File: config.mk
export PLATFORM = sky130hd
export DESIGN_NAME = scan_geometry_vote_classifier_core_flat
export DESIGN_NICKNAME = d
export VERILOG_FILES = /design/src/hdl/sgvc_pkg.sv /design/src/hdl/sgvc_if.sv /design/src/hdl/sgvc_front.sv /design/src/hdl/scan_geometry_vote_classifier_core.sv /design/src/flat_wrapper.sv
export SDC_FILE = /design/constraint.sdc
export NUM_CORES = 1
export LEC_CHECK = 0
export BUFFER_PORTS_ARGS = -buffer_cell sky130_fd_sc_hd__buf_4
export CAP_MARGIN = 0
export CORE_ASPECT_RATIO = 1.75
export CORE_MARGIN = 5
export CORE_UTILIZATION = 63
export DETAILED_ROUTE_END_ITERATION = 10
export GPL_ROUTABILITY_DRIVEN = 0
export PLACE_DENSITY = 0.87
export SETUP_SLACK_MARGIN = 0.4
export SYNTH_ARGS = -nofsm -noshare
export SYNTH_HDL_FRONTEND = slang
export SYNTH_SLANG_ARGS = --single-unit
File: constraint.sdc
create_clock -name clk -period 12.4 [get_ports clk]
set_clock_uncertainty 0.15 [all_clocks]
set_input_delay 2.48 -clock clk [delete_from_list [all_inputs] [get_ports clk]]
set_output_delay 2.48 -clock clk [all_outputs]
set_load 0.005 [all_outputs]
File: src/hdl/sgvc_pkg.sv
// Shared widths, codes and types of the scan geometry vote classifier.
package sgvc_pkg;

  localparam int ANGLE_W  = 20;
  localparam int COUNT_W  = 12;
  localparam int RANGE_W  = 16;
  localparam int STAMP_W  = 63;
  localparam int SRC_W    = 8;
  localparam int WIN_W    = 10;
  localparam int THR_W    = 19;
  localparam int DECL_W   = ANGLE_W + 1;
  localparam int IDX_W    = 32;
  localparam int CLASS_W  = 2;
  localparam int VERD_W   = 2;
  localparam int MODE_W   = 3;
  localparam int CFG_IDX_W = 4;
  localparam int CFG_DAT_W = 19;

  localparam int MAX_SCAN_POINTS = 4096;

  localparam logic [CLASS_W-1:0] CLS_FULL      = 2'd0;
  localparam logic [CLASS_W-1:0] CLS_PARTIAL   = 2'd1;
  localparam logic [CLASS_W-1:0] CLS_MALFORMED = 2'd2;
  localparam logic [CLASS_W-1:0] CLS_UNKNOWN   = 2'd3;

  localparam logic [VERD_W-1:0] VERD_UNKNOWN = 2'd0;
  localparam logic [VERD_W-1:0] VERD_FULL    = 2'd1;
  localparam logic [VERD_W-1:0] VERD_PARTIAL = 2'd2;

  localparam logic [MODE_W-1:0] MODE_CLASSIFYING = 3'd0;
  localparam logic [MODE_W-1:0] MODE_FULL        = 3'd1;
  localparam logic [MODE_W-1:0] MODE_PARTIAL     = 3'd2;
  localparam logic [MODE_W-1:0] MODE_UNKNOWN     = 3'd3;
  localparam logic [MODE_W-1:0] MODE_DUP_SOURCE  = 3'd4;

  localparam logic [CFG_IDX_W-1:0] CFG_WINDOW = 4'd0;
  localparam logic [CFG_IDX_W-1:0] CFG_THRESH = 4'd1;

  typedef struct packed {
    logic              meta_ok;
    logic [DECL_W-1:0] declared;
    logic [IDX_W-1:0]  indexed;
  } sgvc_geom_t;

endpackage

File: src/hdl/sgvc_if.sv
// Channel interfaces: scan metadata in, classification out, register writes.
interface sgvc_in_if;
  import sgvc_pkg::*;
  logic                       valid;
  logic                       ready;
  logic signed [ANGLE_W-1:0]  start_angle;
  logic signed [ANGLE_W-1:0]  end_angle;
  logic signed [ANGLE_W-1:0]  angle_step;
  logic [COUNT_W-1:0]         point_count;
  logic [RANGE_W-1:0]         range_lower;
  logic [RANGE_W-1:0]         range_upper;
  logic                       fields_finite;
  logic [STAMP_W-1:0]         stamp_ns;
  logic [SRC_W-1:0]           source_count;

  modport source (output valid, start_angle, end_angle, angle_step, point_count, range_lower,
                  range_upper, fields_finite, stamp_ns, source_count, input ready);
  modport sink (input valid, start_angle, end_angle, angle_step, point_count, range_lower,
                range_upper, fields_finite, stamp_ns, source_count, output ready);
endinterface

interface sgvc_out_if;
  import sgvc_pkg::*;
  logic               valid;
  logic               ready;
  logic [CLASS_W-1:0] scan_class;
  logic               stamp_rising;
  logic               verdict_locked;
  logic [VERD_W-1:0]  stream_verdict;
  logic [MODE_W-1:0]  audit_mode;
  logic               stream_ready;

  modport source (output valid, scan_class, stamp_rising, verdict_locked, stream_verdict,
                  audit_mode, stream_ready, input ready);
  modport sink (input valid, scan_class, stamp_rising, verdict_locked, stream_verdict,
                audit_mode, stream_ready, output ready);
endinterface

interface sgvc_cfg_if;
  import sgvc_pkg::*;
  logic                 valid;
  logic                 ready;
  logic [CFG_IDX_W-1:0] reg_index;
  logic [CFG_DAT_W-1:0] wdata;

  modport source (output valid, reg_index, wdata, input ready);
  modport sink (input valid, reg_index, wdata, output ready);
endinterface

File: src/hdl/sgvc_front.sv
// Scan geometry front end: metadata checks, declared span and indexed span.
module sgvc_front #(
  parameter int MAX_POINTS = sgvc_pkg::MAX_SCAN_POINTS
) (
  input  logic signed [sgvc_pkg::ANGLE_W-1:0] start_angle,
  input  logic signed [sgvc_pkg::ANGLE_W-1:0] end_angle,
  input  logic signed [sgvc_pkg::ANGLE_W-1:0] angle_step,
  input  logic [sgvc_pkg::COUNT_W-1:0]        point_count,
  input  logic [sgvc_pkg::RANGE_W-1:0]        range_lower,
  input  logic [sgvc_pkg::RANGE_W-1:0]        range_upper,
  input  logic                                fields_finite,
  output sgvc_pkg::sgvc_geom_t                geom
);
  import sgvc_pkg::*;

  localparam int CNT_CMP_W = 17;

  logic signed [DECL_W-1:0] diff;
  logic [ANGLE_W-1:0]       step_mag;
  logic [COUNT_W-1:0]       cnt_m1;

  always_comb begin
    diff     = DECL_W'(end_angle) - DECL_W'(start_angle);
    step_mag = angle_step[ANGLE_W-1] ? ANGLE_W'(-angle_step) : ANGLE_W'(angle_step);
    cnt_m1   = point_count - COUNT_W'(1);

    geom.declared = diff[DECL_W-1] ? DECL_W'(-diff) : DECL_W'(diff);
    geom.indexed  = IDX_W'(step_mag) * IDX_W'(cnt_m1);
    geom.meta_ok  = (point_count != '0) &&
                    (CNT_CMP_W'(point_count) <= CNT_CMP_W'(MAX_POINTS)) &&
                    fields_finite && (angle_step != '0) &&
                    (range_upper >= range_lower);
  end

endmodule

File: src/hdl/scan_geometry_vote_classifier_core.sv
// Scan geometry vote classifier top level: input stage, classify and vote, result register.
//
//  channel | dir | handshake    | word
//  in_s    | in  | valid/ready  | start_angle, end_angle, angle_step, point_count, range_lower,
//          |     |              | range_upper, fields_finite, stamp_ns, source_count
//  out_s   | out | valid/ready  | scan_class, stamp_rising, verdict_locked, stream_verdict,
//          |     |              | audit_mode, stream_ready
//  cfg_s   | in  | valid/ready  | reg_index, wdata (0 window_messages, 1 full_span_threshold)
//
// One word per cycle while out_s is ready; a taken word passes both stage registers.
// Span multiply sits before the input stage register; stamp compare, class and vote sit
// before the result register, which also updates the vote state.
// Synchronous active-low reset clears valids, vote state and restores register defaults.
// A stalled out_s holds the result; in_s keeps taking words until both stages are full.
module scan_geometry_vote_classifier_core #(
  parameter int MAX_POINTS = sgvc_pkg::MAX_SCAN_POINTS
) (
  input  logic       clk,
  input  logic       rst_n,
  sgvc_in_if.sink    in_s,
  sgvc_out_if.source out_s,
  sgvc_cfg_if.sink   cfg_s
);
  import sgvc_pkg::*;

  localparam int MUL10_W = IDX_W + 4;
  localparam int VOTE_W  = WIN_W + 5;

  logic [WIN_W-1:0]   window_r;
  logic [THR_W-1:0]   thresh_r;

  logic               s1_vld_r;
  sgvc_geom_t         s1_geom_r;
  logic [STAMP_W-1:0] s1_stamp_r;
  logic [SRC_W-1:0]   s1_src_r;
  sgvc_geom_t         geom;

  logic [STAMP_W-1:0] last_stamp_r;
  logic               stamp_seen_r;
  logic               locked_r;
  logic [WIN_W-1:0]   sample_r;
  logic [WIN_W-1:0]   full_r;
  logic [WIN_W-1:0]   part_r;
  logic [WIN_W-1:0]   malf_r;
  logic [VERD_W-1:0]  verdict_r;
  logic [MODE_W-1:0]  mode_r;

  logic               locked_nxt;
  logic [WIN_W-1:0]   sample_nxt;
  logic [WIN_W-1:0]   full_nxt;
  logic [WIN_W-1:0]   part_nxt;
  logic [WIN_W-1:0]   malf_nxt;
  logic [VERD_W-1:0]  verdict_nxt;
  logic [MODE_W-1:0]  mode_nxt;

  logic               out_vld_r;
  logic [CLASS_W-1:0] cls_r;
  logic               rising_r;
  logic               locked_out_r;
  logic [VERD_W-1:0]  verdict_out_r;
  logic [MODE_W-1:0]  mode_out_r;
  logic               sready_r;

  logic               advance;
  logic               rising;
  logic [CLASS_W-1:0] cls;
  logic               full_idx;
  logic               full_meta;
  logic [MUL10_W-1:0] ind_x10;
  logic [MUL10_W-1:0] dec_x9;
  logic [WIN_W:0]     classified;
  logic [VOTE_W-1:0]  full_x10;
  logic [VOTE_W-1:0]  part_x10;
  logic [VOTE_W-1:0]  class_x9;
  logic               vote_ok;

  sgvc_front #(
    .MAX_POINTS (MAX_POINTS)
  ) u_front (
    .start_angle   (in_s.start_angle),
    .end_angle     (in_s.end_angle),
    .angle_step    (in_s.angle_step),
    .point_count   (in_s.point_count),
    .range_lower   (in_s.range_lower),
    .range_upper   (in_s.range_upper),
    .fields_finite (in_s.fields_finite),
    .geom          (geom)
  );

  assign advance     = s1_vld_r && (!out_vld_r || out_s.ready);
  assign in_s.ready  = !s1_vld_r || advance;
  assign cfg_s.ready = 1'b1;

  always_comb begin
    rising = (s1_stamp_r != '0) && (!stamp_seen_r || (s1_stamp_r > last_stamp_r));

    ind_x10  = (MUL10_W'(s1_geom_r.indexed) << 3) + (MUL10_W'(s1_geom_r.indexed) << 1);
    dec_x9   = (MUL10_W'(s1_geom_r.declared) << 3) + MUL10_W'(s1_geom_r.declared);
    full_idx = s1_geom_r.indexed >= IDX_W'(thresh_r);
    full_meta = (s1_geom_r.declared >= DECL_W'(thresh_r)) && (ind_x10 >= dec_x9);

    if (!s1_geom_r.meta_ok || !rising) begin
      cls = CLS_MALFORMED;
    end else if (s1_geom_r.indexed == '0) begin
      cls = CLS_UNKNOWN;
    end else if (full_idx || full_meta) begin
      cls = CLS_FULL;
    end else begin
      cls = CLS_PARTIAL;
    end

    locked_nxt  = locked_r;
    sample_nxt  = sample_r;
    full_nxt    = full_r;
    part_nxt    = part_r;
    malf_nxt    = malf_r;
    verdict_nxt = verdict_r;
    mode_nxt    = mode_r;
    classified  = '0;
    full_x10    = '0;
    part_x10    = '0;
    class_x9    = '0;
    vote_ok     = 1'b0;

    if (!locked_r) begin
      if (sample_r != '1) begin
        sample_nxt = sample_r + WIN_W'(1);
      end
      case (cls)
        CLS_FULL:      full_nxt = full_r + WIN_W'(1);
        CLS_PARTIAL:   part_nxt = part_r + WIN_W'(1);
        CLS_MALFORMED: malf_nxt = malf_r + WIN_W'(1);
        default: ;
      endcase

      classified = (WIN_W+1)'(full_nxt) + (WIN_W+1)'(part_nxt);
      full_x10   = (VOTE_W'(full_nxt) << 3) + (VOTE_W'(full_nxt) << 1);
      part_x10   = (VOTE_W'(part_nxt) << 3) + (VOTE_W'(part_nxt) << 1);
      class_x9   = (VOTE_W'(classified) << 3) + VOTE_W'(classified);
      vote_ok    = (classified != '0) && (malf_nxt == '0);

      if (sample_nxt >= window_r) begin
        if (vote_ok && (full_x10 >= class_x9)) begin
          verdict_nxt = VERD_FULL;
          mode_nxt    = MODE_FULL;
        end else if (vote_ok && (part_x10 >= class_x9)) begin
          verdict_nxt = VERD_PARTIAL;
          mode_nxt    = MODE_PARTIAL;
        end else begin
          verdict_nxt = VERD_UNKNOWN;
          mode_nxt    = MODE_UNKNOWN;
        end
        locked_nxt = 1'b1;
      end
    end

    if (s1_src_r != SRC_W'(1)) begin
      mode_nxt = MODE_DUP_SOURCE;
    end else if (!locked_nxt) begin
      mode_nxt = MODE_CLASSIFYING;
    end
  end

  // configuration
  always_ff @(posedge clk) begin
    if (!rst_n) begin
      window_r <= WIN_W'(20);
      thresh_r <= THR_W'(380109);
    end else if (cfg_s.valid) begin
      case (cfg_s.reg_index)
        CFG_WINDOW: window_r <= cfg_s.wdata[WIN_W-1:0];
        CFG_THRESH: thresh_r <= cfg_s.wdata[THR_W-1:0];
        default: ;
      endcase
    end
  end

  // input stage
  always_ff @(posedge clk) begin
    if (!rst_n) begin
      s1_vld_r <= 1'b0;
    end else if (in_s.ready) begin
      s1_vld_r <= in_s.valid;
    end
  end

  always_ff @(posedge clk) begin
    if (in_s.valid && in_s.ready) begin
      s1_geom_r  <= geom;
      s1_stamp_r <= in_s.stamp_ns;
      s1_src_r   <= in_s.source_count;
    end
  end

  // vote state
  always_ff @(posedge clk) begin
    if (!rst_n) begin
      last_stamp_r <= '0;
      stamp_seen_r <= 1'b0;
      locked_r     <= 1'b0;
      sample_r     <= '0;
      full_r       <= '0;
      part_r       <= '0;
      malf_r       <= '0;
      verdict_r    <= VERD_UNKNOWN;
      mode_r       <= MODE_CLASSIFYING;
    end else if (advance) begin
      if (rising) begin
        last_stamp_r <= s1_stamp_r;
        stamp_seen_r <= 1'b1;
      end
      locked_r  <= locked_nxt;
      sample_r  <= sample_nxt;
      full_r    <= full_nxt;
      part_r    <= part_nxt;
      malf_r    <= malf_nxt;
      verdict_r <= verdict_nxt;
      mode_r    <= mode_nxt;
    end
  end

  // result register
  always_ff @(posedge clk) begin
    if (!rst_n) begin
      out_vld_r <= 1'b0;
    end else if (advance) begin
      out_vld_r <= 1'b1;
    end else if (out_s.ready) begin
      out_vld_r <= 1'b0;
    end
  end

  always_ff @(posedge clk) begin
    if (advance) begin
      cls_r         <= cls;
      rising_r      <= rising;
      locked_out_r  <= locked_nxt;
      verdict_out_r <= verdict_nxt;
      mode_out_r    <= mode_nxt;
      sready_r      <= locked_nxt && (verdict_nxt != VERD_UNKNOWN) && (s1_src_r == SRC_W'(1));
    end
  end

  assign out_s.valid          = out_vld_r;
  assign out_s.scan_class     = cls_r;
  assign out_s.stamp_rising   = rising_r;
  assign out_s.verdict_locked = locked_out_r;
  assign out_s.stream_verdict = verdict_out_r;
  assign out_s.audit_mode     = mode_out_r;
  assign out_s.stream_ready   = sready_r;

endmodule

File: src/flat_wrapper.sv
// flat-port wrapper written by rule: the top's interface ports become plain ports
module scan_geometry_vote_classifier_core_flat import sgvc_pkg::*;
#(
  parameter int MAX_POINTS = sgvc_pkg::MAX_SCAN_POINTS
)
  (clk, rst_n, in_s_valid, in_s_start_angle, in_s_end_angle, in_s_angle_step, in_s_point_count, in_s_range_lower, in_s_range_upper, in_s_fields_finite, in_s_stamp_ns, in_s_source_count, in_s_ready, out_s_valid, out_s_scan_class, out_s_stamp_rising, out_s_verdict_locked, out_s_stream_verdict, out_s_audit_mode, out_s_stream_ready, out_s_ready, cfg_s_valid, cfg_s_reg_index, cfg_s_wdata, cfg_s_ready);
  sgvc_in_if in_s_i ();
  sgvc_out_if out_s_i ();
  sgvc_cfg_if cfg_s_i ();
  input  logic clk;
  input  logic rst_n;
  input wire logic [$bits(in_s_i.valid)-1:0] in_s_valid;
  input wire logic [$bits(in_s_i.start_angle)-1:0] in_s_start_angle;
  input wire logic [$bits(in_s_i.end_angle)-1:0] in_s_end_angle;
  input wire logic [$bits(in_s_i.angle_step)-1:0] in_s_angle_step;
  input wire logic [$bits(in_s_i.point_count)-1:0] in_s_point_count;
  input wire logic [$bits(in_s_i.range_lower)-1:0] in_s_range_lower;
  input wire logic [$bits(in_s_i.range_upper)-1:0] in_s_range_upper;
  input wire logic [$bits(in_s_i.fields_finite)-1:0] in_s_fields_finite;
  input wire logic [$bits(in_s_i.stamp_ns)-1:0] in_s_stamp_ns;
  input wire logic [$bits(in_s_i.source_count)-1:0] in_s_source_count;
  output wire logic [$bits(in_s_i.ready)-1:0] in_s_ready;
  output wire logic [$bits(out_s_i.valid)-1:0] out_s_valid;
  output wire logic [$bits(out_s_i.scan_class)-1:0] out_s_scan_class;
  output wire logic [$bits(out_s_i.stamp_rising)-1:0] out_s_stamp_rising;
  output wire logic [$bits(out_s_i.verdict_locked)-1:0] out_s_verdict_locked;
  output wire logic [$bits(out_s_i.stream_verdict)-1:0] out_s_stream_verdict;
  output wire logic [$bits(out_s_i.audit_mode)-1:0] out_s_audit_mode;
  output wire logic [$bits(out_s_i.stream_ready)-1:0] out_s_stream_ready;
  input wire logic [$bits(out_s_i.ready)-1:0] out_s_ready;
  input wire logic [$bits(cfg_s_i.valid)-1:0] cfg_s_valid;
  input wire logic [$bits(cfg_s_i.reg_index)-1:0] cfg_s_reg_index;
  input wire logic [$bits(cfg_s_i.wdata)-1:0] cfg_s_wdata;
  output wire logic [$bits(cfg_s_i.ready)-1:0] cfg_s_ready;
  assign in_s_i.valid = in_s_valid;
  assign in_s_i.start_angle = in_s_start_angle;
  assign in_s_i.end_angle = in_s_end_angle;
  assign in_s_i.angle_step = in_s_angle_step;
  assign in_s_i.point_count = in_s_point_count;
  assign in_s_i.range_lower = in_s_range_lower;
  assign in_s_i.range_upper = in_s_range_upper;
  assign in_s_i.fields_finite = in_s_fields_finite;
  assign in_s_i.stamp_ns = in_s_stamp_ns;
  assign in_s_i.source_count = in_s_source_count;
  assign in_s_ready = in_s_i.ready;
  assign out_s_valid = out_s_i.valid;
  assign out_s_scan_class = out_s_i.scan_class;
  assign out_s_stamp_rising = out_s_i.stamp_rising;
  assign out_s_verdict_locked = out_s_i.verdict_locked;
  assign out_s_stream_verdict = out_s_i.stream_verdict;
  assign out_s_audit_mode = out_s_i.audit_mode;
  assign out_s_stream_ready = out_s_i.stream_ready;
  assign out_s_i.ready = out_s_ready;
  assign cfg_s_i.valid = cfg_s_valid;
  assign cfg_s_i.reg_index = cfg_s_reg_index;
  assign cfg_s_i.wdata = cfg_s_wdata;
  assign cfg_s_ready = cfg_s_i.ready;
  scan_geometry_vote_classifier_core #(.MAX_POINTS(MAX_POINTS)) u_core (.clk(clk), .rst_n(rst_n), .in_s(in_s_i), .out_s(out_s_i), .cfg_s(cfg_s_i));
endmodule
**Word level (Yosys, flattened, before mapping)**

Cells that the tools add are included.

- Register bits after elaboration: 276
- Input port bits: 204
- Output and inout port bits: 13
- Logic and storage cells: 118

- $add $sub $neg: 14
- Multiply operators: 1
- $lt $le $gt $ge: 8
- Eq/ne operators: 6
- Muxes and demuxes: 27
- Bitwise operators: 1
- Reduce and logical (&&, ||, !) cells: 36

Operators with widths:

| operator | count |
|---|---|
| 2-to-1 mux 10 bit | 8 |
| > comparator 63 bit | 1 |
| nonzero test 63 bit | 1 |
| adder 10 x 1 -> 10 bit, second input constant | 4 |
| 2-to-1 mux 20 bit | 2 |
| adder 35 x 33 -> 36 bit | 1 |
| >= comparator 36 bit | 1 |
| >= comparator 32 x 19 -> 1 bit | 1 |
| zero test 32 bit | 1 |
| multiplier 20 x 12 -> 32 bit | 1 |
| >= comparator 15 bit | 2 |
| adder 13 x 11 -> 14 bit | 2 |
| adder 24 x 21 -> 25 bit | 1 |
| >= comparator 21 x 19 -> 1 bit | 1 |
| negation 21 bit | 1 |
| subtractor 20 x 20 -> 21 bit | 1 |
| negation 20 bit | 1 |
| nonzero test 20 bit | 1 |
| >= comparator 16 bit | 1 |
| adder 14 x 11 -> 15 bit | 1 |
| 2-to-1 mux 3 bit | 5 |
| logical AND 1 bit | 12 |
| 2-to-1 mux 2 bit | 6 |
| nonzero test 12 bit | 1 |
| 19 further kinds | 36 |

**Logic depth before layout (Yosys ltp)**

- Depth in word-level cells: 21
- Mapped depth: 61
- Depth with buffers taken out: 60

**Modules after synthesis**

Synthesis repeated with hierarchy kept, for this count alone.

- Cells, all modules: 3215
- Area total of the unflattened synthesis: 28621.2 µm²

By module, submodules not included:

| module | times used | cells each | area an instance (µm²) | sequential area each (µm²) |
|---|---|---|---|---|
| scan_geometry_vote_classifier_core | 1 | 1954 | 18661.6 | 6876.6 |
| sgvc_front | 1 | 1261 | 9959.6 | 0.0 |

**Least setup slack after synthesis**

Ideal clock, no wire load.

- Path type: register to register
- Start point: register u_core.s1_geom_r[36] in the netlist's numbering
- End point: register u_core.mode_out_r[0], in the netlist u_core.out_s.audit_mode[0], data pin
- Library setup time: 263 ps
- Arrival time: 10282 ps
- Required time: 11987 ps
- Setup slack: 1704 ps
- Cell stages (with the launch flop): 58
- Path buffers: 1
- Period minus slack after synthesis: 10696 ps
- Cells stage by stage: edfxtp_1 > ha_1 > a21o_1 > a21oi_1 > o21ai_0 > a21oi_1 > o21ai_0 > a21oi_1 > o21ai_0 > a21oi_1 > o21ai_0 > a21oi_1 > o21ai_0 > a21oi_1 > o21ai_0 > a31o_2 > a21oi_1 > nor2b_1 > [22 not listed] > a21o_1 > a21oi_1 > o21bai_1 > a21oi_1 > o21bai_1 > a21oi_1 > xnor2_1 > ha_1 > nand4_1 > nor2_1 > nand2_1 > a311o_1 > nand3_1 > nand2_1 > a211oi_1 > a2111oi_2 > o31a_1 > a21boi_1

- Cells in the longest elaborated chain, start to end: 20
- Elaborated cells between the ends (all ways): 34
- Those cells by class: add/sub (5); order compare (4); eq/ne (2); mux (15); reduce/logical (8)

Ends and longest elaborated chain:

| item | line | text |
|---|---|---|
| from (decl) | scan_geometry_vote_classifier_core.sv:33 | `sgvc_geom_t s1_geom_r;` |
| from (signal assigned) | scan_geometry_vote_classifier_core.sv:189 | `s1_geom_r <= geom;` |
| adder 24 x 21 -> 25 bit | scan_geometry_vote_classifier_core.sv:98 | `dec_x9 = (MUL10_W'(s1_geom_r.declared) << 3) + MUL10_W'(s1_geom_r.declared);` |
| >= comparator 36 bit | scan_geometry_vote_classifier_core.sv:100 | `full_meta = (s1_geom_r.declared >= DECL_W'(thresh_r)) && (ind_x10 >= dec_x9);` |
| logical AND 1 bit (*) | scan_geometry_vote_classifier_core.sv:100 |  |
| logical OR 1 bit (*) | scan_geometry_vote_classifier_core.sv:106 | `end else if (full_idx \|\| full_meta) begin` |
| 2-to-1 mux 1 bit (*) | scan_geometry_vote_classifier_core.sv:106 |  |
| 2-to-1 mux 2 bit (*) | scan_geometry_vote_classifier_core.sv:104 | `end else if (s1_geom_r.indexed == '0) begin` |
| 2-to-1 mux 2 bit (*) | scan_geometry_vote_classifier_core.sv:102 | `if (!s1_geom_r.meta_ok \|\| !rising) begin` |
| == test 2 x 1 -> 1 bit or zero test 2 bit (tied branches) | scan_geometry_vote_classifier_core.sv:129 | `case (cls)` |
| [5 not listed] | - |  |
| logical AND 1 bit | scan_geometry_vote_classifier_core.sv:146 | `end else if (vote_ok && (part_x10 >= class_x9)) begin` |
| 2-to-1 mux 1 bit | scan_geometry_vote_classifier_core.sv:146 |  |
| 2-to-1 mux 3 bit (*) | scan_geometry_vote_classifier_core.sv:143 | `if (vote_ok && (full_x10 >= class_x9)) begin` |
| 2-to-1 mux 3 bit (*) | scan_geometry_vote_classifier_core.sv:142 | `if (sample_nxt >= window_r) begin` |
| 2-to-1 mux 3 bit (*) | scan_geometry_vote_classifier_core.sv:125 | `if (!locked_r) begin` |
| 2-to-1 mux 3 bit (*) | scan_geometry_vote_classifier_core.sv:159 | `end else if (!locked_nxt) begin` |
| 2-to-1 mux 3 bit (*) | scan_geometry_vote_classifier_core.sv:157 | `if (s1_src_r != SRC_W'(1)) begin` |
| via u_core.mode_nxt[0] | scan_geometry_vote_classifier_core.sv:54 | `logic [MODE_W-1:0] mode_nxt;` |
| to (signal assigned) | scan_geometry_vote_classifier_core.sv:239 | `mode_out_r <= mode_nxt;` |
| to (decl) | scan_geometry_vote_classifier_core.sv:61 | `logic [MODE_W-1:0] mode_out_r;` |

Mark *: on every way through the listed nets, which the timed path passes. The rest lies on a longest branch. The select of a mux whose other input is x is not followed.
A chain may end at the register's enable or synchronous reset.

**Worst setup path after layout**

- Start point: register u_core.s1_geom_r[33] in the netlist's numbering
- End point: register u_core.mode_out_r[0], in the netlist u_core.out_s.audit_mode[0], data pin

The elaborated chain is that of the path after synthesis.

==> results.md <==
- Run status: completed
- Commonest register cell after synthesis: dfxtp_1
- Die ar.: 48700 um2
- Leak: 14.2 nW
- #FFs+latches synth: 276
- DRT Pass-1 Iters: 8
- Final setup fails: 0
- Slew HR: 0.139
- Critical Path Source Type: flip-flop
- Antenna Nets Post-Route: 0
- Synth async-reset ratio: 0
- Worst path arrival time: 12.09 ns
- Seq/Total Area, Yosys: 0.247
- Power, Total: 0.00682 W
- Rows: 102
- Layout cells sized above 1: 0.123
- Hold Crit Class: flip-flop to flip-flop
- Antenna violations before repair: 2
- Gr usage total: 0.293
- H-tree levels: 1
- Final min period: 11.94 ns
- Post-synth EDFFs: 135
- CP endpoint kind: flip-flop
- Core Box Area: 44000 um2
- Area grow syn2layout: 13.0%
- Max Root-Sink Buffers: 3
- Cell taking the most area after synthesis: ha_1
- IO Port Bufs: 215
- Ant diodes: 0
- Area of the multi-input gates: 19600 um2
- Slowest-stage cell, CP: edfxtp_1
- Synth Net Count: 3906
- Drt drc: 0
- Starting Density: 0.633
- Worst slack, placed: 0.127 ns
- Largest cells by area after synthesis: ha_1 16%, edfxtp_1 15%, fa_1 13%
- Mean Syn Cell Area: 8.81 um2
- Die Width: 169 um
- Sequential cell area: 6880 um2
- First-pass GRT wire length: 118000 um
- Worst Path Buf+Inv: 3
- Area share of the largest cell type after synthesis: 0.158
- Initial DRC count: 1743
- Wire per inst: 19.3 um
- Clk sink count: 276
- Crit path max fanout: 9
- Pwr per Cell Area: 216 nW/um2
- Top delay family on crit path: compound AO/OA/AOI/OAI gates
- Actual slew at the worst max-slew pin: 1.29 ns
- Yosys warns: 0
- # nets final: 4110
- Post-synthesis cell type count: 89
- Maximum vdd drop: 0.178 mV
- Period utilization: 0.963
- Dpl hpwl: 58300 um
- Most common cell in the netlist: nand2_1
- Max-cap violations: 0
- Final Hold Fails: 0
- Worst Path Required: 12.55 ns
- Hold_buf cts: 0
- Final WS setup: 0.456 ns
- Io pins: 217
- Root Buffer: clkbuf_16
- Vias in the first global route: 25.6k
- Vias/cell: 6.19
- Layout fillers: 3122
- Worst-Skew Late Latency: 0.57 ns
- Via count: 24.5k
- CTS tree: built
- Worst-path clk slew: 0.07 ns
- Synthesized area: 27900 um2
- Largest net degree at the start of global routing: 91
- Syn Inst Count: 3164
- Peak per-stage delay on the critical path: 0.43 ns
- Setup Crit Path Kind: flip-flop to flip-flop
- Final Max Slew Viols: 0
- Final wirelength: 76400 um
- Most used cell, CP: a21oi_2
- Max Clk Rate: 0.0837 GHz
- Die height: 288 um
- Top post-synthesis cells by count: 429 x nand2_1, 395 x inv_1, 353 x ha_1
- Gr ovfl total: 0
- Num CTS Buffers: 25
-- cell families (layout without fill, tap and decap cells) --
logic type	Yosys count	count (layout)	share of synthesized area
AOI/OAI and AO/OA	610	610	0.149
xor gates and xnor gates	195	195	0.0613
adders and majority gates	539	539	0.292
buffers and inverters	484	707	0.0653
DFF	276	276	0.247
muxes	17	17	0.00628
other	1	1	0.000135
and+or+nand+nor	1042	1042	0.180
-- timing repair --
action | CTS | global route
pin swaps | 5 | 35
setup buffers | 4 | 29
endpoints found under the setup margin | 5 | 9
resized for setup | 4 | 80
-- cell usage in the layout, fill, tap and decap left out, types with 44 or more instances in the layout --
cell,n
nand3_1,53
a21boi_0,93
nor2_1,147
inv_1,395
xor2_1,44
xnor2_1,136
dfxtp_1,141
a21oi_1,116
ha_1,345
nor2b_1,60
a21o_1,71
nand2b_1,64
edfxtp_1,135
buf_4,264
fa_1,183
o21ai_0,103
nand4_1,50
and2_1,65
nand2_1,428
-- through the flow --
step / hold WS (ns) / instance area (um2) / TNS, ns / utilization / std cells
after floorplan: 0.293 / 27900 / 0 / - / 3164
after global placement: 0.300 / 30000 / 0 / 0.682 / 3880
after detailed placement: 0.307 / 30000 / 0 / 0.682 / 3880
after CTS: 0.316 / 30900 / 0 / 0.702 / 3930
after global routing: 0.331 / 31500 / -0.0182 / 0.715 / 3959
final: 0.314 / 31500 / 0 / 0.715 / 3959
-- area by class of cell --
| class | count | area share |
|---|---|---|
| Clock inverter | 15 | 0.00425 |
| Clock buffer | 31 | 0.0219 |
| Sequential cell | 276 | 0.218 |
| Multi-Input combinational cell | 2404 | 0.622 |
| Tap cell | 572 | 0.0227 |
| Inverter | 396 | 0.0472 |
| Timing Repair Buffer | 265 | 0.0636 |
-- worst register-to-register path: cells and delay by family (launching register included) --
kind            cells  cell delay (ns)
flops               1             0.43
compound gates     37             7.08
buf+inv             3             0.50
xor+xnor            4             0.78
simple gates        9             1.20
fa+ha+maj           5             1.54
-- per-layer routing --
metal	global-route usage	share of wire
met1	0.283	0.33
met2	0.569	0.53
met3	0.0431	0.063
met4	0.185	0.074
met5	0	0.00012
-- where the power goes --
part / total [W] / switching (W) / leakage, nW / internal, W
Clock: 0.000791 / 0.000366 / 0.413 / 0.000424
Sequential: 0.00134 / 0.000113 / 2.46 / 0.00122
Combinational: 0.00469 / 0.00267 / 11.3 / 0.00202
-- flip-flops by register name, summed over array words and instances, names as in the netlist, 2 cells and up --
name / count
u_core.s1_stamp_r: 63
u_core.s1_src_r: 8
u_core.mode_r: 3
u_core.out_s.stream_verdict: 2
u_core.out_s.audit_mode: 3
u_core.window_r: 10
u_core.s1_geom_r: 54
u_core.out_s.scan_class: 2
u_core.thresh_r: 19
u_core.full_r: 10
u_core.verdict_r: 2
u_core.malf_r: 10
u_core.last_stamp_r: 63
u_core.part_r: 10
u_core.sample_r: 10
-- final timing paths --
path	from	endpoint	slack (ns)	depth (start not counted)
hold / removal	u_core.last_stamp_r[10]$_SDFFE_PN0P_	u_core.last_stamp_r[10]$_SDFFE_PN0P_	0.31	2
setup / recovery	u_core.s1_geom_r[33]$_DFFE_PP_	u_core.out_s.audit_mode[0]$_DFFE_PP_	0.46	58
hold reg to reg	u_core.last_stamp_r[10]$_SDFFE_PN0P_	u_core.last_stamp_r[10]$_SDFFE_PN0P_	0.31	2
setup reg to reg	u_core.s1_geom_r[33]$_DFFE_PP_	u_core.out_s.audit_mode[0]$_DFFE_PP_	0.46	58
(Power assumes the default switching activity.)
